## config.mk

```make
export PLATFORM = sky130hd
export DESIGN_NAME = estm_recip_lane
export DESIGN_NICKNAME = d
export VERILOG_FILES = /design/src/design/estm_pkg.sv /design/src/design/estm_recip_lane.sv
export SDC_FILE = /design/constraint.sdc
export NUM_CORES = 2
export LEC_CHECK = 0
export BUFFER_PORTS_ARGS = -buffer_cell sky130_fd_sc_hd__buf_2
export CORE_MARGIN = 4
export CORE_UTILIZATION = 28
export DETAILED_ROUTE_END_ITERATION = 16
export SLEW_MARGIN = 20
export SYNTH_ARGS = -nofsm -noshare
export SYNTH_HDL_FRONTEND = slang
export SYNTH_MEMORY_MAX_BITS = 65536
export SYNTH_SLANG_ARGS = --single-unit
```

## constraint.sdc

```tcl
create_clock -name clk -period 3.4 [get_ports clk]
set_input_delay 0.34 -clock clk [delete_from_list [all_inputs] [get_ports clk]]
set_output_delay 0.34 -clock clk [all_outputs]
set_load 0.1 [all_outputs]
```

## src/design/estm_pkg.sv

```systemverilog
// Shared types, constants and arithmetic helpers for the Euler scale/translate matrix block.
// Used by every module of the block; depends on nothing else.
package estm_pkg;

  localparam int ANGLE_W  = 16;
  localparam int SCALE_W  = 24;
  localparam int ENTRY_W  = 32;
  localparam int SC_W     = 32;
  localparam int PROD_W   = 64;
  localparam int COEF_W   = 33;
  localparam int FPROD_W  = ENTRY_W + COEF_W;
  localparam int QUO_W    = 31;
  localparam int CORDIC_W = 34;
  localparam int DIV_LAT  = QUO_W + 2;
  localparam int MERGE_LAT = 5;
  localparam int ATAN_LEN = 24;

  localparam logic [31:0] GAIN_Q30 = 32'd652032874;
  localparam logic signed [PROD_W-1:0] HALF_Q30 = 64'sd536870912;

  localparam logic OP_MODEL  = 1'b0;
  localparam logic OP_NORMAL = 1'b1;

  localparam logic [1:0] COL_LAST_NORMAL = 2'd2;
  localparam logic [1:0] COL_TRANS       = 2'd3;

  typedef struct packed {
    logic                        operation;
    logic signed [ANGLE_W-1:0]   angle_x;
    logic signed [ANGLE_W-1:0]   angle_y;
    logic signed [ANGLE_W-1:0]   angle_z;
    logic signed [SCALE_W-1:0]   scale_x;
    logic signed [SCALE_W-1:0]   scale_y;
    logic signed [SCALE_W-1:0]   scale_z;
    logic signed [ENTRY_W-1:0]   shift_x;
    logic signed [ENTRY_W-1:0]   shift_y;
    logic signed [ENTRY_W-1:0]   shift_z;
  } in_item_t;

  typedef struct packed {
    logic [1:0]                  column_index;
    logic signed [ENTRY_W-1:0]   entry_row0;
    logic signed [ENTRY_W-1:0]   entry_row1;
    logic signed [ENTRY_W-1:0]   entry_row2;
    logic signed [ENTRY_W-1:0]   entry_row3;
    logic                        last_column;
    logic                        zero_scale;
  } out_item_t;

  typedef struct packed {
    logic                        op;
    logic signed [ENTRY_W-1:0]   shift_x;
    logic signed [ENTRY_W-1:0]   shift_y;
    logic signed [ENTRY_W-1:0]   shift_z;
  } side_t;

  function automatic logic [31:0] atan_turn(input int unsigned idx);
    case (idx)
      0:  return 32'd536870912;
      1:  return 32'd316933406;
      2:  return 32'd167458907;
      3:  return 32'd85004756;
      4:  return 32'd42667331;
      5:  return 32'd21354465;
      6:  return 32'd10679838;
      7:  return 32'd5340245;
      8:  return 32'd2670163;
      9:  return 32'd1335087;
      10: return 32'd667544;
      11: return 32'd333772;
      12: return 32'd166886;
      13: return 32'd83443;
      14: return 32'd41722;
      15: return 32'd20861;
      16: return 32'd10430;
      17: return 32'd5215;
      18: return 32'd2608;
      19: return 32'd1304;
      20: return 32'd652;
      21: return 32'd326;
      22: return 32'd163;
      23: return 32'd81;
      default: return 32'd0;
    endcase
  endfunction

  // Rounds a Q60 product to Q30.
  function automatic logic signed [SC_W-1:0] rnd30(input logic signed [PROD_W-1:0] p);
    logic signed [PROD_W-1:0] s;
    s = p + HALF_Q30;
    return SC_W'(s >>> 30);
  endfunction

  // Rounds a factor times coefficient product to an entry and saturates it.
  function automatic logic signed [ENTRY_W-1:0] round_sat(input logic signed [FPROD_W-1:0] p);
    logic signed [FPROD_W-1:0] s;
    logic signed [FPROD_W-31:0] q;
    logic signed [FPROD_W-31:0] qmax;
    s = p + FPROD_W'(HALF_Q30);
    q = (FPROD_W-30)'(s >>> 30);
    qmax = (FPROD_W-30)'(32'h7fff_ffff);
    if (q > qmax) begin
      return ENTRY_W'(qmax);
    end else if (q < ~qmax) begin
      return ENTRY_W'(~qmax);
    end
    return ENTRY_W'(q);
  endfunction

endpackage

```

## src/design/estm_recip_lane.sv

```systemverilog
// One column factor lane: passes the scale in model mode, or forms its rounded
// reciprocal with a pipelined restoring divider in normal mode. Depends on estm_pkg.
module estm_recip_lane import estm_pkg::*; #(
  parameter int FRAC_BITS = 16
) (
  input  logic                      clk,
  input  logic                      en,
  input  logic                      op,
  input  logic signed [SCALE_W-1:0] scale,
  output logic signed [ENTRY_W-1:0] factor,
  output logic                      zero
);

  localparam int NUM_W = 2 * FRAC_BITS + 2;
  localparam int RW    = (NUM_W > SCALE_W + QUO_W) ? NUM_W : SCALE_W + QUO_W;

  typedef struct packed {
    logic                op;
    logic                neg;
    logic                zero;
    logic                sat;
    logic [SCALE_W-1:0]  scale;
    logic [SCALE_W-1:0]  mag;
    logic [RW-1:0]       rem;
    logic [QUO_W-1:0]    quo;
  } div_stage_t;

  div_stage_t          st_r [QUO_W+1];
  logic [SCALE_W-1:0]  mag_c;
  logic [RW-1:0]       num_c;
  logic [QUO_W-1:0]    qmag_c;
  logic [ENTRY_W-1:0]  qext_c;

  assign mag_c  = scale[SCALE_W-1] ? SCALE_W'(-scale) : SCALE_W'(scale);
  assign num_c  = (RW'(1) << (2 * FRAC_BITS)) + RW'(mag_c >> 1);

  always_ff @(posedge clk) begin
    if (en) begin
      st_r[0].op    <= op;
      st_r[0].neg   <= scale[SCALE_W-1];
      st_r[0].zero  <= (scale == '0);
      st_r[0].sat   <= (num_c >= (RW'(mag_c) << QUO_W));
      st_r[0].scale <= scale;
      st_r[0].mag   <= mag_c;
      st_r[0].rem   <= num_c;
      st_r[0].quo   <= '0;
    end
  end

  for (genvar j = 1; j <= QUO_W; j++) begin : g_div
    localparam int K = QUO_W - j;
    logic [RW-1:0] dv;
    div_stage_t    nx;
    assign dv = RW'(st_r[j-1].mag) << K;
    always_comb begin
      nx = st_r[j-1];
      if (st_r[j-1].rem >= dv) begin
        nx.rem   = st_r[j-1].rem - dv;
        nx.quo[K] = 1'b1;
      end
    end
    always_ff @(posedge clk) begin
      if (en) begin
        st_r[j] <= nx;
      end
    end
  end

  assign qmag_c = st_r[QUO_W].sat ? '1 : st_r[QUO_W].quo;
  assign qext_c = {1'b0, qmag_c};

  always_ff @(posedge clk) begin
    if (en) begin
      zero <= (st_r[QUO_W].op == OP_NORMAL) && st_r[QUO_W].zero;
      if (st_r[QUO_W].op == OP_MODEL) begin
        factor <= ENTRY_W'($signed(st_r[QUO_W].scale));
      end else if (st_r[QUO_W].zero) begin
        factor <= {1'b0, {QUO_W{1'b1}}};
      end else if (st_r[QUO_W].neg) begin
        factor <= -qext_c;
      end else begin
        factor <= qext_c;
      end
    end
  end

endmodule

```

---- Word-level counts from Yosys, hierarchy flattened ----
Memory sizes are Yosys's and may differ from the RTL's.
Index checks and enable logic that the tools add are counted.
storage, ports and cells
  memories kept ........................... 1
  bits in latches ......................... 0
  register bits ........................... 33
  bits in read-only memories .............. 0
  input port bits ......................... 27
  output and inout port bits .............. 33
  word-level logic and storage cells ...... 139
  RAM bits ................................ 4416
memory list
  memory  words  width  read ports  clocked after memory_dff  wr ports  line                   text
  st_r    32     138    32          0                         32        estm_recip_lane.sv:28  div_stage_t st_r [QUO_W+1];
operators by class
  equal/unequal tests ..................... 0
  multiplexer cells ....................... 68
  multiply operators ...................... 0
  bitwise logic cells ..................... 0
  divide/modulo/power cells ............... 0
  reductions and logical operators ........ 2
  $add $sub $neg .......................... 34
  shift operators ......................... 0
  magnitude comparators ................... 32
operators by type and width
  operator                                          count
  55-bit 2-to-1 mux                                 30
  32-bit 2-to-1 mux                                 3
  56-bit 2-to-1 mux                                 1
  34-bit by 55-bit >= comparator with 1-bit output  1
  55-bit by 24-bit >= comparator with 1-bit output  1
  55-bit by 25-bit >= comparator with 1-bit output  1
  55-bit by 26-bit >= comparator with 1-bit output  1
  55-bit by 27-bit >= comparator with 1-bit output  1
  55-bit by 28-bit >= comparator with 1-bit output  1
  55-bit by 29-bit >= comparator with 1-bit output  1
  55-bit by 30-bit >= comparator with 1-bit output  1
  55-bit by 31-bit >= comparator with 1-bit output  1
  55-bit by 32-bit >= comparator with 1-bit output  1
  55-bit by 33-bit >= comparator with 1-bit output  1
  55-bit by 34-bit >= comparator with 1-bit output  1
  55-bit by 35-bit >= comparator with 1-bit output  1
  55-bit by 36-bit >= comparator with 1-bit output  1
  55-bit by 37-bit >= comparator with 1-bit output  1
  55-bit by 38-bit >= comparator with 1-bit output  1
  55-bit by 39-bit >= comparator with 1-bit output  1
  55-bit by 40-bit >= comparator with 1-bit output  1
  55-bit by 41-bit >= comparator with 1-bit output  1
  55-bit by 42-bit >= comparator with 1-bit output  1
  55-bit by 43-bit >= comparator with 1-bit output  1
  other kinds (50)                                  81

---- Longest topological paths before layout ----
An unclocked memory read counts as a cell.
  depth after elaboration ................. 6
  gate-level depth with buffers ........... 16
  depth with buffers taken out ............ 15

---- Least setup slack after synthesis ----
OpenSTA, ideal clock, no wires.
  path type ............................... reg-to-reg
  start point ............................. mem st_r[8][207] (netlist bit)
  end point ............................... mem st_r[9][61] (netlist bit), data pin
  arrival time ............................ 3284 ps
  period minus slack after synthesis ...... 3544 ps
  data required time ...................... 3140 ps
  setup time .............................. 260 ps
  path slack .............................. -144 ps
  buffers on the path ..................... 2
  stages on the path, launching flop included .. 11
  path through ............................ edfxtp_1 -> or4_1 -> or3_1 -> clkbuf_1 -> or4b_1 -> a211o_1 -> or4_1 -> a21oi_2 -> inv_2 -> buf_6 -> mux2_4
RTL lines
  what                line
  start: declaration  estm_recip_lane.sv:28

==> impl_metrics.csv <==
group,metric,value,unit
logic_synthesis,ys_seq_area_share,62.49,%
layout,synthToLayoutAreaGrowth,23.45,%
clock_tree,cts.sinks,3291,
hold_path,hp-class,"in2reg",
sta,whs,0.1106,ns
clock_tree,insertion_delay,0.90,ns
setup_path,cpPeakStageDelay,0.55,ns
layout,seqCellArea,98820,µm²
setup_path,worstPathArrival,4.18,ns
sta,min_period_over_period,104.0,%
layout,drive_above_1_share,20.27,%
sta,finalHoldViolCount,0,
sta,fmax,282.7,MHz
clock_tree,numCtsBuffers,329,
logic_synthesis,synth_cells,12553,
setup_path,start_kind,"register",
floorplan,ios,60,
logic_synthesis,synth_cell_types,91,
outcome,violations,"setup timing",
setup_path,crit_slowest_cell,"or4_4",
floorplan,start_util,28.15,%
logic_synthesis,synth_edf_count,3291,
sta,tightest_slew,1.105,ns
logic_synthesis,avgSynthCellArea,12.60,µm²
setup_path,crit_top_cell,"or4_4",
floorplan,rows,275,
logic_synthesis,synth-main-ff-cell,"edfxtp_1",
grt,antenna_found_initial,32,
sta,slew_violations,0,
drt,drt_iter0_markers,6460,
sta,finalCriticalPeriod,3.538,ns
grt,grt_pass1_wl,582.8,mm
placed_design,gp_congestion,0.9139,
setup_path,crit_path_end_kind,"register",
grt,grt_max_degree,171,
clock_tree,clock_path_buffers,4,
layout,multi_input_area,58200,µm²
logic_synthesis,ys_warn_count,0,
sta,setup_viol,87,
layout,fill_cells,54621,
power_and_ir_drop,seqPwrFrac,40.1,%
logic_synthesis,synth_seq_cells,3291,
power_and_ir_drop,p_int,98.52,mW
clock_tree,clock-root-buffer,"clkbuf_16",
sta,skew,0.06229,ns
sta,setup_ws,-0.1377,ns
clock_tree,cts_tree,"built",
floorplan,dieHeight,759.5,µm
floorplan,coreArea,561900,µm²
grt,grt_pass1_vias,102547,
setup_path,worstPathRequired,4.04,ns
setup_path,path_cells,"or4_4, or3_4, or4b_4, a211o_1, or4_4, a21oi_4, buf_6, a2111o_1, buf_12, nor3_2, xor2_1",
setup_path,crit_type,"reg2reg",
drt,routedWlPerCell,17.22,µm
drt,ant_nets,0,
logic_synthesis,synth_top_area_cell,"edfxtp_1",
outcome,run_status,"finished with violations",
drt,drtPass1Iterations,6,
floorplan,die_x,759.5,µm
setup_path,crit_family,"simple AND/OR/NAND/NOR gates",
logic_synthesis,synth_top_cell_area_share,62.49,%
floorplan,dieArea,576900,µm²
clock_tree,cts.clk_slew.worst_paths,0.06,ns
power_and_ir_drop,p_switching,47.85,mW
sta,rsz0062_at_grt,"true",
sta,relSlewSlack,26.32,%
power_and_ir_drop,power_density,749.7,nW/µm²
logic_synthesis,synthArstFlopShare,0,%
drt,drt_wl_total,381.2,mm
power_and_ir_drop,switching_share,32.69,%
logic_synthesis,synth_common_cells,"edfxtp_1 (3291), inv_1 (929), nor2_1 (898)",
grt,grtUsageTotal,12.62,%
power_and_ir_drop,share_comb_of_total_power,35.3,%
run,maxCapViolCount,0,
layout,nets,15134,
drt,via_per_inst,4.650,
power_and_ir_drop,leakagePower,73.62,nW
grt,overflow,0,
placed_design,hpwlAfterDp,285.8,mm
drt,vias,102917,
power_and_ir_drop,ir_worst_vdd,0.4671,mV
layout,fin_util,34.75,%
setup_path,cp_num_buf_inv,2,
logic_synthesis,synth_most_common_cell,"edfxtp_1",
logic_synthesis,synth_area_leaders,"edfxtp_1 (62%), ha_1 (5.7%), xnor2_1 (3.5%), a21oi_1 (2.8%), xor2_1 (2.3%)",
placed_design,io_buffers,59,
setup_path,crit_fanout,8,
logic_synthesis,syn_area,158100,µm²
clock_tree,htreeDepth,5,
power_and_ir_drop,power.share.clock,24.7,%
drt,drc,0,
## routing by layer
layer / share of wire [%] / global-route usage, %
met5: 0 / 0
met1: 41 / 15.09
met3: 3.4 / 1.480
met4: 5.3 / 6.102
met2: 50 / 22.49
## worst register-to-register path, delay by kind of cell, from the launching register on
kind                      cells  cell delay, ns
and+or+nand+nor               5            1.88
AOI/OAI and AO/OA             3            0.61
DFF                           1            0.39
buffers and inverters         2            0.29
xor gates and xnor gates      1            0.14
## path summary, 6_finish.rpt
path | startpoint | cells after the start | end | slack [ns]
worst min register to register | st_r[4][127] | 0 | st_r[4][265] | 0.39
worst min-delay path | scale[6] | 2 | st_r[0][116] | 0.11
worst max register to register | st_r[8][206] | 11 | st_r[9][80] | -0.14
worst max-delay path | st_r[8][206] | 11 | st_r[9][80] | -0.14
## logic make-up (layout without fill, tap and decap cells)
family	after synthesis	in the layout	share of synthesized area, %
and+or+nand+nor	3357	3357	10.80
DFF	3291	3291	62.49
AOI/OAI and AO/OA	2748	2749	10.96
buffers and inverters	1226	3283	2.934
xor gates and xnor gates	1040	1040	5.760
adders and majority gates	745	745	6.032
muxes	145	145	1.029
other	1	46	0.002371
## layout by cell type, fill, tap and decap left out, types with 49 or more instances in the layout
cell type	synthesis	layout
a211oi_1	87	67
edfxtp_1	3291	3291
xnor2_1	623	613
xor2_1	417	415
o21a_1	113	110
ha_1	716	677
a21oi_2	1	53
o21bai_1	92	86
clkinv_1	0	78
buf_12	0	77
mux2_2	136	131
nand2b_1	121	117
buf_2	10	58
o21ai_0	606	557
nand3_1	229	208
nand2_1	721	708
nor4_1	205	154
buf_4	1	1539
clkbuf_16	0	339
a21oi_1	869	809
a31oi_1	82	70
inv_1	929	901
or4_1	78	67
nor2b_1	105	98
a21o_1	391	390
nor3_1	265	235
or3_1	108	101
o31ai_1	84	67
nand4_1	178	178
o211ai_1	64	64
and3_1	105	105
nor2_1	898	834
nor4b_1	59	49
## state kept, by name, indices dropped and copies added (netlist names)
register  flops
zero          1
st_r       3258
factor       32
## power groups by stage
stage                     clock network [mW]  logic, mW  registers (mW)
final                                   36.1       51.6            58.6
after global routing                    39.0       56.8            59.2
after CTS                               37.2       49.7            58.5
after detailed placement                   0       48.1            59.2
after global placement                     0       47.8            59.2
after floorplan                            0       31.8            57.3
## stage by stage
stage | setup TNS [ns] | worst slack, ns | cells | power [mW] | cell area [µm²]
final | -3.198 | -0.1377 | 22135 | 146.4 | 195200
after global routing | -22.94 | -0.2086 | 22133 | 155.0 | 195200
after CTS | -5.151 | -0.1527 | 22000 | 145.4 | 192300
after detailed placement | -57.47 | -0.4271 | 21294 | 107.4 | 178900
after global placement | -54.55 | -0.5245 | 21294 | 107.0 | 178900
after floorplan | -3.115 | -0.1354 | 12563 | 89.08 | 158300
## final cells by class
type	count	share of cell area (%)
sequential	3291	50.62
multi-input combinational	8047	29.81
timing repair buffer	1761	7.475
tap	7479	4.793
clock buffer	374	4.325
inverter	932	1.796
clock inverter	216	1.136
antenna	35	0.04486
## what timing repair did
item	4_1_cts	5_1_grt
endpoints found under the hold margin	60	0
pin swaps	125	203
buffers inserted	83	105
cloned	12	8
hold buffers	25	0
endpoints found under the setup margin	536	694
gates resized for setup	346	437
No activity file was read; power rests on OpenSTA's default activity.
